--- src/wlbcd_pkg.sv ---
`default_nettype none
package wlbcd_pkg;
    localparam int LBA_W = 48;
    localparam int STAMP_W = 32;
    localparam int CNT_W = 32;

    typedef enum logic [2:0] {
        MODE_GET = 3'd0,
        MODE_DIRTY = 3'd1,
        MODE_WTHRU = 3'd2,
        MODE_FLUSH = 3'd3,
        MODE_INVAL = 3'd4
    } mode_t;

    typedef enum logic [2:0] {
        K_HIT = 3'd0,
        K_FILL = 3'd1,
        K_WBACK = 3'd2,
        K_WTHRU = 3'd3,
        K_DONE = 3'd4,
        K_ERR = 3'd5
    } kind_t;

    localparam logic [0:0] REG_DRIVE_PRESENT = 1'd0;
endpackage
`default_nettype wire

--- src/wlbcd_tag_ram.sv ---
`default_nettype none
// Tag and stamp store: one write port, one registered read port.
module wlbcd_tag_ram #(
    parameter int SLOTS = 32,
    parameter int IW = 5
) (
    input  wire logic                      clk,
    input  wire logic                      we,
    input  wire logic [IW-1:0]             waddr,
    input  wire logic [wlbcd_pkg::LBA_W-1:0]   wsector,
    input  wire logic [1:0]                wdrive,
    input  wire logic [wlbcd_pkg::STAMP_W-1:0] wstamp,
    input  wire logic [IW-1:0]             raddr,
    output logic [wlbcd_pkg::LBA_W-1:0]    rsector,
    output logic [1:0]                     rdrive,
    output logic [wlbcd_pkg::STAMP_W-1:0]  rstamp
);
    import wlbcd_pkg::*;
    logic [LBA_W+2+STAMP_W-1:0] mem [SLOTS];
    logic [LBA_W+2+STAMP_W-1:0] rd;

    always_ff @(posedge clk)
    begin
        if (we)
        begin
            mem[waddr] <= {wsector, wdrive, wstamp};
        end
        rd <= mem[raddr];
    end

    assign rsector = rd[LBA_W+2+STAMP_W-1:2+STAMP_W];
    assign rdrive = rd[STAMP_W+1:STAMP_W];
    assign rstamp = rd[STAMP_W-1:0];
endmodule
`default_nettype wire

--- src/writeback_lru_block_cache_directory_top.sv ---
`default_nettype none
// Flow: an accepted request scans the tag memory, decides in S_DEC and gives its final
// result from S_FIN; a dirty victim on a present drive is first written back from S_WB.
// A new request is taken only back in S_IDLE, so requests never overlap; the serial scan
// of the tag memory, one entry a cycle unless paused, sets the pace. A flush sends its
// write-backs during the scan and pauses the scan while the result register is still full.
// Reset: valid and dirty flags, use clock, counters and drive_present clear at once;
// the tag memory is not cleared, as it is only read for valid slots.
module writeback_lru_block_cache_directory_top #(
    parameter int SLOTS = 32,
    parameter int DRIVES = 4
) (
    input  wire logic        clk,
    input  wire logic        rst_n,
    input  wire logic        psel,
    input  wire logic        penable,
    input  wire logic        pwrite,
    input  wire logic [1:0]  paddr,
    input  wire logic [31:0] pwdata,
    output logic [31:0]      prdata,
    output logic             pready,
    input  wire logic        in_valid,
    output logic             in_stall,
    input  wire logic [2:0]  mode,
    input  wire logic [2:0]  drive,
    input  wire logic [47:0] lba,
    output logic             out_valid,
    input  wire logic        out_stall,
    output logic [2:0]       kind,
    output logic [4:0]       slot,
    output logic [1:0]       out_drive,
    output logic [47:0]      out_lba,
    output logic             last,
    output logic [31:0]      hit_count,
    output logic [31:0]      miss_count,
    output logic [31:0]      write_count
);
    import wlbcd_pkg::*;
    localparam int IW = (SLOTS > 1) ? $clog2(SLOTS) : 1;
    localparam logic [IW-1:0] LAST_I = IW'(SLOTS - 1);

    typedef enum logic [4:0] {
        S_IDLE = 5'b00001,
        S_SCAN = 5'b00010,
        S_DEC  = 5'b00100,
        S_WB   = 5'b01000,
        S_FIN  = 5'b10000
    } state_t;

    state_t state_reg, state_next;
    logic [3:0] present_reg;
    logic [SLOTS-1:0] valid_reg, valid_next, dirty_reg, dirty_next;
    logic [31:0] clock_reg, clock_next, hits_reg, hits_next;
    logic [31:0] misses_reg, misses_next, writes_reg, writes_next;
    logic [2:0] mode_reg;
    logic [2:0] drive_reg;
    logic [47:0] lba_reg;
    logic [IW-1:0] rd_i_reg;      // index of the read data this cycle
    logic match_v_reg;
    logic [IW-1:0] match_i_reg;
    logic clean_v_reg;
    logic [IW-1:0] clean_i_reg;
    logic [31:0] clean_s_reg;
    logic [IW-1:0] all_i_reg;
    logic [31:0] all_s_reg;
    logic [47:0] all_sec_reg;
    logic [1:0] all_drv_reg;
    logic [IW-1:0] vict_reg, vict_next;
    // flush write-back held back until it is known whether it is the last
    logic hold_v_reg;
    logic [IW-1:0] hold_i_reg;
    logic [47:0] hold_lba_reg;
    logic [31:0] hold_w_reg;
    // output register
    logic ov_reg;
    logic [2:0] ok_reg;
    logic [4:0] os_reg;
    logic [1:0] od_reg;
    logic [47:0] ol_reg;
    logic olast_reg;
    logic [31:0] oh_reg, om_reg, ow_reg;

    logic we;
    logic [IW-1:0] waddr, raddr;
    logic [47:0] wsec, rsec;
    logic [1:0] wdrv, rdrv;
    logic [31:0] wstamp, rstamp;

    wlbcd_tag_ram #(.SLOTS(SLOTS), .IW(IW)) u_ram (
        .clk(clk), .we(we), .waddr(waddr), .wsector(wsec), .wdrive(wdrv),
        .wstamp(wstamp), .raddr(raddr), .rsector(rsec), .rdrive(rdrv), .rstamp(rstamp)
    );

    logic drv_ok, drv_pres;
    assign drv_ok = {29'd0, drive_reg} < DRIVES;
    assign drv_pres = drv_ok && drive_reg[2] == 1'b0 && present_reg[drive_reg[1:0]];

    logic out_free;
    assign out_free = !ov_reg || !out_stall;

    assign pready = 1'b1;
    assign prdata = {28'd0, present_reg};
    assign in_stall = (state_reg != S_IDLE);
    assign out_valid = ov_reg;
    assign kind = ok_reg;
    assign slot = os_reg;
    assign out_drive = od_reg;
    assign out_lba = ol_reg;
    assign last = olast_reg;
    assign hit_count = oh_reg;
    assign miss_count = om_reg;
    assign write_count = ow_reg;

    logic rv, rmatch, rflush, scan_hold;
    assign rv = valid_reg[rd_i_reg];
    assign rmatch = rv && drive_reg[2] == 1'b0 && rdrv == drive_reg[1:0];
    assign rflush = (state_reg == S_SCAN) && mode_reg == MODE_FLUSH && drv_pres && rmatch
                    && dirty_reg[rd_i_reg];
    assign scan_hold = rflush && hold_v_reg && !out_free;
    // re-read the same entry while the scan is paused
    assign raddr = (state_reg != S_SCAN) ? '0
                 : (scan_hold || rd_i_reg == LAST_I) ? rd_i_reg : rd_i_reg + IW'(1);

    // lowest invalid slot
    logic inv_any;
    logic [IW-1:0] inv_i;
    always_comb
    begin
        inv_i = '0;
        for (int i = SLOTS - 1; i >= 0; i--)
        begin
            if (!valid_reg[i])
                inv_i = IW'(i);
        end
    end
    assign inv_any = !(&valid_reg);

    logic vict_wb, miss_evict;
    logic [IW-1:0] victim;
    assign victim = inv_any ? inv_i : (clean_v_reg ? clean_i_reg : all_i_reg);
    assign vict_wb = !inv_any && !clean_v_reg;
    assign miss_evict = (mode_reg == MODE_GET || mode_reg == MODE_WTHRU) && drv_ok
                        && !match_v_reg;

    logic emit, e_last, e_held;
    kind_t e_kind;
    logic [4:0] e_slot;
    logic [1:0] e_drv;
    logic [47:0] e_lba;
    logic [31:0] e_writes;

    always_comb
    begin
        state_next = state_reg;
        valid_next = valid_reg;
        dirty_next = dirty_reg;
        clock_next = clock_reg;
        hits_next = hits_reg;
        misses_next = misses_reg;
        writes_next = writes_reg;
        vict_next = vict_reg;
        emit = 1'b0;
        e_kind = K_DONE;
        e_slot = 5'd0;
        e_drv = 2'd0;
        e_lba = 48'd0;
        e_last = 1'b1;
        e_held = 1'b0;
        we = 1'b0;
        unique case (state_reg)
            S_IDLE:
                if (in_valid)
                    state_next = S_SCAN;
            S_SCAN:
                if (!scan_hold)
                begin
                    if (mode_reg == MODE_INVAL && rmatch)
                        valid_next[rd_i_reg] = 1'b0;
                    if (rflush)
                    begin
                        dirty_next[rd_i_reg] = 1'b0;
                        writes_next = writes_reg + 32'd1;
                        // the held write-back is now known not to be the last
                        if (hold_v_reg)
                        begin
                            emit = 1'b1;
                            e_kind = K_WBACK;
                            e_slot = 5'(hold_i_reg);
                            e_drv = drive_reg[1:0];
                            e_lba = hold_lba_reg;
                            e_last = 1'b0;
                            e_held = 1'b1;
                        end
                    end
                    if (rd_i_reg == LAST_I)
                        state_next = S_DEC;
                end
            S_DEC:
            begin
                vict_next = match_v_reg ? match_i_reg : victim;
                state_next = S_FIN;
                if (miss_evict)
                begin
                    if (mode_reg == MODE_GET)
                        misses_next = misses_reg + 32'd1;
                    valid_next[victim] = 1'b0;
                    if (vict_wb)
                    begin
                        dirty_next[victim] = 1'b0;
                        writes_next = writes_reg + 32'd1;
                        if (present_reg[all_drv_reg])
                            state_next = S_WB;
                    end
                end
            end
            S_WB:
                if (out_free)
                begin
                    emit = 1'b1;
                    e_kind = K_WBACK;
                    e_slot = 5'(vict_reg);
                    e_drv = all_drv_reg;
                    e_lba = all_sec_reg;
                    e_last = 1'b0;
                    state_next = S_FIN;
                end
            S_FIN:
                if (out_free)
                begin
                    emit = 1'b1;
                    state_next = S_IDLE;
                    e_kind = K_ERR;
                    case (mode_reg)
                        MODE_GET:
                            if (drv_ok && match_v_reg)
                            begin
                                hits_next = hits_reg + 32'd1;
                                clock_next = clock_reg + 32'd1;
                                we = 1'b1;
                                e_kind = K_HIT;
                                e_slot = 5'(vict_reg);
                                e_drv = drive_reg[1:0];
                                e_lba = lba_reg;
                            end
                            else if (drv_pres)
                            begin
                                valid_next[vict_reg] = 1'b1;
                                dirty_next[vict_reg] = 1'b0;
                                clock_next = clock_reg + 32'd1;
                                we = 1'b1;
                                e_kind = K_FILL;
                                e_slot = 5'(vict_reg);
                                e_drv = drive_reg[1:0];
                                e_lba = lba_reg;
                            end
                        MODE_DIRTY:
                        begin
                            e_kind = K_DONE;
                            if (match_v_reg)
                            begin
                                dirty_next[match_i_reg] = 1'b1;
                                e_slot = 5'(match_i_reg);
                            end
                        end
                        MODE_WTHRU:
                            if (drv_ok)
                            begin
                                // the slot keeps its new tag even for an absent drive
                                valid_next[vict_reg] = 1'b1;
                                dirty_next[vict_reg] = 1'b0;
                                clock_next = clock_reg + 32'd1;
                                we = 1'b1;
                                if (drv_pres)
                                begin
                                    writes_next = writes_reg + 32'd1;
                                    e_kind = K_WTHRU;
                                    e_slot = 5'(vict_reg);
                                    e_drv = drive_reg[1:0];
                                    e_lba = lba_reg;
                                end
                            end
                        MODE_FLUSH:
                            if (drv_pres)
                            begin
                                if (hold_v_reg)
                                begin
                                    e_kind = K_WBACK;
                                    e_slot = 5'(hold_i_reg);
                                    e_drv = drive_reg[1:0];
                                    e_lba = hold_lba_reg;
                                    e_held = 1'b1;
                                end
                                else
                                    e_kind = K_DONE;
                            end
                        MODE_INVAL:
                            e_kind = K_DONE;
                        default:
                            e_kind = K_ERR;
                    endcase
                end
            default:
                state_next = S_IDLE;
        endcase
    end

    assign e_writes = e_held ? hold_w_reg : writes_next;
    assign waddr = vict_reg;
    assign wsec = lba_reg;
    assign wdrv = drive_reg[1:0];
    assign wstamp = clock_reg + 32'd1;

    always_ff @(posedge clk or negedge rst_n)
    begin
        if (!rst_n)
        begin
            state_reg <= S_IDLE;
            present_reg <= 4'd0;
            valid_reg <= '0;
            dirty_reg <= '0;
            clock_reg <= '0;
            hits_reg <= '0;
            misses_reg <= '0;
            writes_reg <= '0;
            ov_reg <= 1'b0;
        end
        else
        begin
            state_reg <= state_next;
            if (psel && penable && pwrite && pready
                && paddr == {REG_DRIVE_PRESENT, 1'b0})
                present_reg <= pwdata[3:0];
            valid_reg <= valid_next;
            dirty_reg <= dirty_next;
            clock_reg <= clock_next;
            hits_reg <= hits_next;
            misses_reg <= misses_next;
            writes_reg <= writes_next;
            if (emit)
                ov_reg <= 1'b1;
            else if (!out_stall)
                ov_reg <= 1'b0;
        end
    end

    // request payload, scan trackers and result payload
    always_ff @(posedge clk)
    begin
        vict_reg <= vict_next;
        if (emit)
        begin
            ok_reg <= e_kind;
            os_reg <= e_slot;
            od_reg <= e_drv;
            ol_reg <= e_lba;
            olast_reg <= e_last;
            oh_reg <= hits_next;
            om_reg <= misses_next;
            ow_reg <= e_writes;
        end
        if (state_reg == S_IDLE)
        begin
            mode_reg <= mode;
            drive_reg <= drive;
            lba_reg <= lba;
            rd_i_reg <= '0;
            match_v_reg <= 1'b0;
            clean_v_reg <= 1'b0;
            hold_v_reg <= 1'b0;
        end
        else if (state_reg == S_SCAN && !scan_hold)
        begin
            if (rd_i_reg != LAST_I)
                rd_i_reg <= rd_i_reg + IW'(1);
            if (rmatch && rsec == lba_reg && !match_v_reg)
            begin
                match_v_reg <= 1'b1;
                match_i_reg <= rd_i_reg;
            end
            if (rv && !dirty_reg[rd_i_reg] && (!clean_v_reg || rstamp < clean_s_reg))
            begin
                clean_v_reg <= 1'b1;
                clean_i_reg <= rd_i_reg;
                clean_s_reg <= rstamp;
            end
            if (rd_i_reg == '0 || rstamp < all_s_reg)
            begin
                all_i_reg <= rd_i_reg;
                all_s_reg <= rstamp;
                all_sec_reg <= rsec;
                all_drv_reg <= rdrv;
            end
            if (rflush)
            begin
                hold_v_reg <= 1'b1;
                hold_i_reg <= rd_i_reg;
                hold_lba_reg <= rsec;
                hold_w_reg <= writes_reg + 32'd1;
            end
        end
    end

`ifndef SYNTHESIS
    a_state_onehot: assert property (@(posedge clk) disable iff (!rst_n)
        $onehot(state_reg)) else $error("state not one-hot");
    a_no_accept_busy: assert property (@(posedge clk) disable iff (!rst_n)
        (state_reg != S_IDLE) |-> in_stall) else $error("accept while busy");
    a_emit_free: assert property (@(posedge clk) disable iff (!rst_n)
        emit |-> out_free) else $error("result overwrite");
    a_out_hold: assert property (@(posedge clk) disable iff (!rst_n)
        (out_valid && out_stall) |=> (out_valid && $stable(kind) && $stable(slot)
        && $stable(out_lba))) else $error("stalled result changed");
`endif
endmodule
`default_nettype wire
--- config.mk ---
export PLATFORM = sky130hd
export DESIGN_NAME = writeback_lru_block_cache_directory_top
export DESIGN_NICKNAME = d
export VERILOG_FILES = /design/src/wlbcd_pkg.sv /design/src/wlbcd_tag_ram.sv /design/src/writeback_lru_block_cache_directory_top.sv
export SDC_FILE = /design/constraint.sdc
export NUM_CORES = 2
export LEC_CHECK = 0
export BUFFER_PORTS_ARGS = -buffer_cell sky130_fd_sc_hd__buf_4
export CAP_MARGIN = 30
export CORE_ASPECT_RATIO = 1.5
export CORE_MARGIN = 4
export CORE_UTILIZATION = 60
export DETAILED_ROUTE_END_ITERATION = 16
export PLACE_DENSITY_LB_ADDON = 0.12
export SETUP_SLACK_MARGIN = 0.4
export SYNTH_ARGS = -nofsm -noshare
export SYNTH_HDL_FRONTEND = slang
export SYNTH_SLANG_ARGS = --single-unit
--- constraint.sdc ---
create_clock -name clk -period 7.64 [get_ports clk]
set_clock_uncertainty 0.2 [all_clocks]
set_input_delay 1.146 -clock clk [delete_from_list [all_inputs] [get_ports clk]]
set_output_delay 1.146 -clock clk [all_outputs]
set_load 0.05 [all_outputs]
# [Word level (Yosys, flattened, before mapping)]
# Memory sizes are Yosys's and may differ from the RTL's. A register that Yosys moved wholly into a read port is not among the register bits.
# Index checks and enable logic that the tools add are counted.
[word_totals] inputBits=95 wordCells=331 reg_bits=638 mem_count=1 output_inout_bits=190 mem_bits_rw=2624
[classes] bitwise_logic=12 eq_ne=33 add_sub_neg=5 reduce_logical=59 muxes=173 magnitude_cmp=13
[mem_list] memory="u_ram.mem" depth=32 word_bits=82 rd=1 rd_ports_with_merged_regs=1 write_ports=1 line="wlbcd_tag_ram.sv:19" rtl="logic [LBA_W+2+STAMP_W-1:0] mem [SLOTS];"
[ops] operator="32-bit two-way mux" count=35
[ops] operator="48-bit two-way mux" count=9
[ops] operator="32-bit case mux with 3 select lines" count=4
[ops] operator="48-bit case mux with 3 select lines" count=2
[ops] operator="5-bit two-way mux" count=55
[ops] operator="32-bit AND" count=5
[ops] operator="32-bit by 1-bit adder with 32-bit output, second input constant" count=4
[ops] operator="32-bit case mux with 2 select lines" count=2
[ops] operator="32-bit NOT" count=3
[ops] operator="32-bit less-than comparator" count=2
[ops] operator="32-bit bitwise OR" count=2
[ops] operator="48-bit == test" count=1
[ops] operator="32-bit AND reduction" count=1
[ops] operator="3-bit two-way mux" count=10
[ops] operator="1-bit two-way mux" count=28
[ops] operator="1-bit logical AND" count=27
[ops] operator="5-bit case mux with 5 select lines" count=1
[ops] operator="5-bit by 6-bit less-than comparator with 1-bit output, second input constant" count=4
[ops] operator="1-bit demux with 5-bit select" count=4
[ops] operator="5-bit by 1-bit >= comparator with 1-bit output, second input constant" count=4
[ops] operator="5-bit case mux with 4 select lines" count=1
[ops] operator="2-bit two-way mux" count=9
[ops] operator="2-bit inequality test, second input constant" count=8
[ops] operator="3-bit inequality test, second input constant" count=5
[ops] operator="other kinds (39)" count=69

# [Longest topological paths before layout]
[depth] depth_word=42 ltp_mapped=20 mapped_depth_nobuf=13

# [Hierarchy]
# A second synthesis with hierarchy kept.
[hier_totals] hier_cells=7315 hier_area_um2=130981.9
[modules_own_cells] mod="wlbcd_tag_ram" cells_each=4804 seq_area_each_um2=80437.1 n_inst=1 area_each_um2=101413.5
[modules_own_cells] mod="writeback_lru_block_cache_directory_top" cells_each=2511 seq_area_each_um2=18068.6 n_inst=1 area_each_um2=29568.4

# [Least setup slack after synthesis]
# OpenSTA, ideal clock, no wires.
[synth_timing] kind="register to register" from="reg rd_i_reg[1]" to="reg oh_reg[0] (netlist: hit_count[0]), enable pin" n_path_buf=6 arrival_time_ns=6.251 path_stages_with_launch=16 t_required_ns=6.919 setup_ns=0.521 path_slack_ns=0.668 synth_period_minus_slack_ns=6.972 cell_sequence="dfxtp_1 -> buf_6 -> buf_12 -> buf_12 -> buf_8 -> mux2i_1 -> nor3_1 -> nor4_2 -> a21oi_2 -> o21ai_2 -> or4_4 -> nor2_1 -> clkbuf_1 -> clkbuf_1 -> nor2_1 -> nand2_1"
[synth_between] elab_chain_cells=10 word_cells_on_any_way=13 classes_between="7 x mux; 6 x reduce/logical"
[synth_rtl] element="start, declared" line="writeback_lru_block_cache_directory_top.sv:58" rtl="logic [IW-1:0] rd_i_reg;"
[synth_rtl] element="start signal, assigned" line="writeback_lru_block_cache_directory_top.sv:374" rtl="rd_i_reg <= rd_i_reg + IW'(1);"
[synth_rtl] element="1-bit binary-select mux with 5-bit select" line="writeback_lru_block_cache_directory_top.sv:115" rtl="assign rv = valid_reg[rd_i_reg];"
[synth_rtl] element="1-bit two-way mux (implied by the code)" line="writeback_lru_block_cache_directory_top.sv:115"
[synth_rtl] element="1-bit logical AND (2 in series)" line="writeback_lru_block_cache_directory_top.sv:116" rtl="assign rmatch = rv && drive_reg[2] == 1'b0 && rdrv == drive_reg[1:0];"
[synth_rtl] element="1-bit logical AND" line="writeback_lru_block_cache_directory_top.sv:117" rtl="assign rflush = (state_reg == S_SCAN) && mode_reg == MODE_FLUSH && drv_pres && rmatch"
[synth_rtl] element="1-bit logical AND *" line="writeback_lru_block_cache_directory_top.sv:118" rtl="&& dirty_reg[rd_i_reg];"
[synth_rtl] element="1-bit logical AND (2 in series)" line="writeback_lru_block_cache_directory_top.sv:119" rtl="assign scan_hold = rflush && hold_v_reg && !out_free;"
[synth_rtl] element="1-bit two-way mux *" line="writeback_lru_block_cache_directory_top.sv:175" rtl="if (!scan_hold)"
[synth_rtl] element="1-bit case mux with 2 select lines *" line="writeback_lru_block_cache_directory_top.sv:170" rtl="unique case (state_reg)"
[synth_rtl] element="named net emit" line="writeback_lru_block_cache_directory_top.sv:145" rtl="logic emit, e_last, e_held;"
[synth_rtl] element="end signal, assigned" line="writeback_lru_block_cache_directory_top.sv:357" rtl="oh_reg <= hits_next;"
[synth_rtl] element="end, declared" line="writeback_lru_block_cache_directory_top.sv:81" rtl="logic [31:0] oh_reg, om_reg, ow_reg;"
# The timed path passes the listed nets; every way through them passes the cells marked *. The select of a mux whose other input is x is not followed.
# A chain may end at the register's enable or synchronous reset.

# [Worst setup path in the final report]
[layout_timing] from="reg drive_reg[0]" to="reg u_ram.rd[62], read port of u_ram.mem"
[layout_between] elab_chain_cells=11 word_cells_on_any_way=15 classes_between="1 x order compare; 1 x eq/ne; 4 x mux; 9 x reduce/logical"
[layout_rtl] element="start, declared" line="writeback_lru_block_cache_directory_top.sv:56" rtl="logic [2:0] drive_reg;"
[layout_rtl] element="start signal, assigned" line="writeback_lru_block_cache_directory_top.sv:364" rtl="drive_reg <= drive;"
[layout_rtl] element="3-bit less-than comparator / 1-bit binary-select mux with 2-bit select (equally long branches)" line="writeback_lru_block_cache_directory_top.sv:95, writeback_lru_block_cache_directory_top.sv:96"
[layout_rtl] element="1-bit logical AND / 1-bit two-way mux (equally long branches)" line="writeback_lru_block_cache_directory_top.sv:96" rtl="assign drv_pres = drv_ok && drive_reg[2] == 1'b0 && present_reg[drive_reg[1:0]];"
[layout_rtl] element="1-bit logical AND" line="writeback_lru_block_cache_directory_top.sv:96"
[layout_rtl] element="1-bit logical AND" line="writeback_lru_block_cache_directory_top.sv:117"
[layout_rtl] element="1-bit logical AND *" line="writeback_lru_block_cache_directory_top.sv:117"
[layout_rtl] element="1-bit logical AND *" line="writeback_lru_block_cache_directory_top.sv:118"
[layout_rtl] element="1-bit logical AND * (2 in series)" line="writeback_lru_block_cache_directory_top.sv:119"
[layout_rtl] element="1-bit logical OR *" line="writeback_lru_block_cache_directory_top.sv:122" rtl=": (scan_hold || rd_i_reg == LAST_I) ? rd_i_reg : rd_i_reg + IW'(1);"
[layout_rtl] element="5-bit two-way mux *" line="writeback_lru_block_cache_directory_top.sv:122"
[layout_rtl] element="5-bit two-way mux *" line="writeback_lru_block_cache_directory_top.sv:121" rtl="assign raddr = (state_reg != S_SCAN) ? '0"
[layout_rtl] element="end, declared" line="wlbcd_tag_ram.sv:20" rtl="logic [LBA_W+2+STAMP_W-1:0] rd;"
# Every way passes the cells marked *; elsewhere a longest branch is shown, timed or not. The select of a mux whose other input is x is not followed.

==> metrics.txt <==
leading cell type in the layout, fill and taps excluded=sky130_fd_sc_hd__edfxtp_1; synthesized instance count=9675; worst hold-check path type=input pin to asynchronous set/reset pin; most frequent cells in the layout=sky130_fd_sc_hd__edfxtp_1 (3052), sky130_fd_sc_hd__nand2_1 (2220), sky130_fd_sc_hd__nand3_1 (656); number of distinct library cells after synthesis=105; total of hold buffers inserted after clock tree synthesis=0; Storage cell area=0.0985 mm2; maximum number of pins on one net before global-route repair=about 190; Die X=around 390 um; Total GRT Usage=35.5%; number of setup buffers added after CTS=0; final setup slack of the worst path=approximately 1.2 ns; ordered list of cells on the worst path=buf_16 > mux4_2 > nor2b_1 > and3_2 > buf_4 > and3_1 > o21ai_1 > o21ai_2 > nand2_8 > buf_4 > mux2i_1 > o21ai_0 > a2111oi_0 > o32a_1 > o211ai_1; outcome=finished, final reports clean; sort of element at the start of the critical path=register; wire length reported by the detailed router=roughly 420 mm; clock latency on the worst-skew pair=0.86 ns; length of the first detailed-routing pass in iterations=6; DRC violations left=0; relative slew slack=19.6%; detailed router's first-iteration violation count=11700; number of pins with negative max-slew slack in the final report=0; cell with the largest stage delay on the worst path=sky130_fd_sc_hd__a2111oi_0; Static Leak=0.0533 uW; count of endpoints failing setup in the final report=0; Die Y=586 um; buffer depth of the longest clock path=4; number of placed I/O pins=~290; total number of yosys warnings=0; Post-DP HPWL=226 mm; setup_tns=0 ns; peak supply drop=0.000347 V; multi-input gate area in the final layout=around 0.033 mm2; number of enable-type register cells in the synthesized netlist=3052; MaxCap Viol Count=0; post-synthesis instance area=0.134 mm2; kind of capture point of the worst setup path=register; instance area at placement=around 0.14 mm2; highest attainable clock frequency=between 0.15 and 0.2 GHz; RSZ-0062 raised after global routing=no; number of antenna violations at the first check in global routing=14; total power consumption of the routed design=46900 uW; area enclosed by the die boundary=0.231 mm2; signed area change from the synthesized netlist to the final layout=12.4%; number of hold violations in the final report=0; final worst path period share=84.9%; Non-Filler Cell Area, Final=~0.15 mm2; Reg with most FFs=u_ram.mem; via count normalized by instance count=~6.7; #FFs+latches synth=between 3000 and 4000; most numerous cell on the critical path=sky130_fd_sc_hd__buf_4; power density cells=~310 mW/mm2; r2r startpoint=drive_reg[0]; number of global-route vias before repair=84100; first-pass GRT wire length=589 mm; Worst-Margin Slew=1.21 ns; TritonCTS Buffers=roughly 310; wire length per cell after detailed routing=31.9 um; Main synth FF type=sky130_fd_sc_hd__edfxtp_1; CTS tree=done; fill cell total of the finished layout=15200; Regs by FF count=u_ram.mem x2624, u_ram.rd x82; maximum fanout count along the critical path=47; total vias in the final route=87300; portion of the post-synthesis area used by sequential elements=73.7%; shortest period the worst path allows=between 6 and 7 ns; initial core utilization=60.2%; max reg flops=between 2000 and 3000; number of clock sinks=roughly 3300; placer's final routability congestion estimate=roughly 0.96; required time of the critical path=slightly above 8 ns; core area=0.222 mm2; Crit Path Category=register to register; number of H-tree levels=5; cells on worst reg2reg path=15; setup slack of the worst register-to-register path=~1.2 ns; clock-pin slew of the registers on the worst-case setup and hold paths=0.06 ns; ratio of cells with drive above 1 in the final layout=11.7%; # resized after CTS=0; net count of the finished layout=around 10000; # port buffers=227; Arr. time, crit path=about 7.0 ns; share of flip-flops with an asynchronous set or reset after synthesis=under 10%; capturing point of the worst reg2reg path=u_ram.rd[62]; syn avg cell area=13.8 um2; Clock Root Buffer=sky130_fd_sc_hd__clkbuf_16; worst slack, placed=1.36 ns; count of antenna-violating nets left after detailed routing=0; global route overflow=0; delay of the slowest cell on the worst path=0.86 ns; number of rows created at floorplan=between 200 and 250
==> cells by family (layout without fill, tap and decap cells) <==
family | count (synthesis) | count (layout) | synth area share (%)
xor gates and xnor gates | 236 | 236 | 1.55
AOI/OAI and AO/OA | 1356 | 1356 | 7.01
muxes | 340 | 340 | 2.65
buffers and inverters | 695 | 1179 | 2.58
and+or+nand+nor | 3631 | 3631 | 11.9
adders and majority gates | 71 | 71 | 0.665
DFF | 3344 | 3344 | 73.7
other | 2 | 44 | 0.00562
==> Yosys cell counts (all sizes together), types with 14 or more instances <==
cell type,number,area (um2)
o22ai,77,482
mux2i,284,2840
a221o,53,531
nor4,66,425
edfxtp,3052,91600
a31oi,202,1260
a21o,36,270
or3,17,106
mux2,50,563
a221oi,40,357
o2111ai,27,249
a31o,14,123
and3,177,1110
a22oi,80,606
o21ai,192,968
o211ai,20,155
and2,20,125
dfxtp,90,1800
a21oi,289,1460
clkbuf,187,703
xnor2,144,1260
a311oi,107,937
nor2b,25,164
nand3,657,3290
nor2,246,951
buf,422,2420
nor3,48,320
a32oi,61,553
nand2,2231,8380
dfrtp,201,5030
ha,71,888
nand4,97,607
o221ai,49,429
inv,85,319
xor2,92,806
a211oi,22,178
==> layout make-up <==
type | instances | share of cell area (%)
Multi-Input combinational cell | 5663 | 21.7
Inverter | 86 | 0.217
Clock inverter | 152 | 1.12
Antenna cell | 15 | 0.0250
Timing Repair Buffer | 532 | 3.30
Clock buffer | 409 | 5.67
Tap cell | 2889 | 2.41
Sequential cell | 3344 | 65.6
==> critical path: cells and delay by family (launching register included) <==
| family | cells | cell delay [ns] |
|---|---|---|
| muxes | 2 | 0.63 |
| AOI/OAI and AO/OA | 6 | 2.09 |
| and+or+nand+nor | 4 | 1.64 |
| buffers and inverters | 3 | 1.09 |
| DFF | 1 | 0.58 |
==> layer usage <==
layer / track usage [%] / wire, um / vias to the layer above
met3: 6.66 / 45300 / 1283
met1: 44.3 / 143000 / 43700
met2: 57.9 / 199000 / 5721
met4: 21.9 / 30200 / 10
met5: 0 / 68 / -
li1: - / - / 36600
==> worst max-delay path by stage <==
| stage | cells past startpoint | slack [ns] | from | endpoint |
|---|---|---|---|---|
| 6_report | 15 | 1.15 | drive_reg[0] | u_ram.rd[62] |
| 5_1_grt | 15 | 0.97 | drive_reg[0] | u_ram.rd[62] |
| 4_1_cts | 15 | 1.37 | drive_reg[0] | u_ram.rd[11] |
| 3_5_place_dp | 15 | 1.36 | drive_reg[0] | u_ram.rd[11] |
| 3_3_place_gp | 14 | 1.15 | drive_reg[0] | u_ram.rd[11] |
| 2_1_floorplan | 15 | 0.67 | rd_i_reg[1] | hit_count[0] |
==> power by group <==
| group | internal [uW] | switching [uW] |
|---|---|---|
| sequential | 21600 | 832 |
| clock | 9040 | 6700 |
| combinational | 2350 | 6350 |
| total | 33000 | 13900 |
==> through the flow <==
step,utilization (%),instances,hold WS (ns)
after floorplan,-,9702,0.228
final,67.7,13100,0.0173
after CTS,67.6,13100,0.0852
after global placement,62.8,12500,0.251
after detailed placement,63.0,12500,0.264
after global routing,67.7,13100,0.113
(Power assumes the default switching activity.)
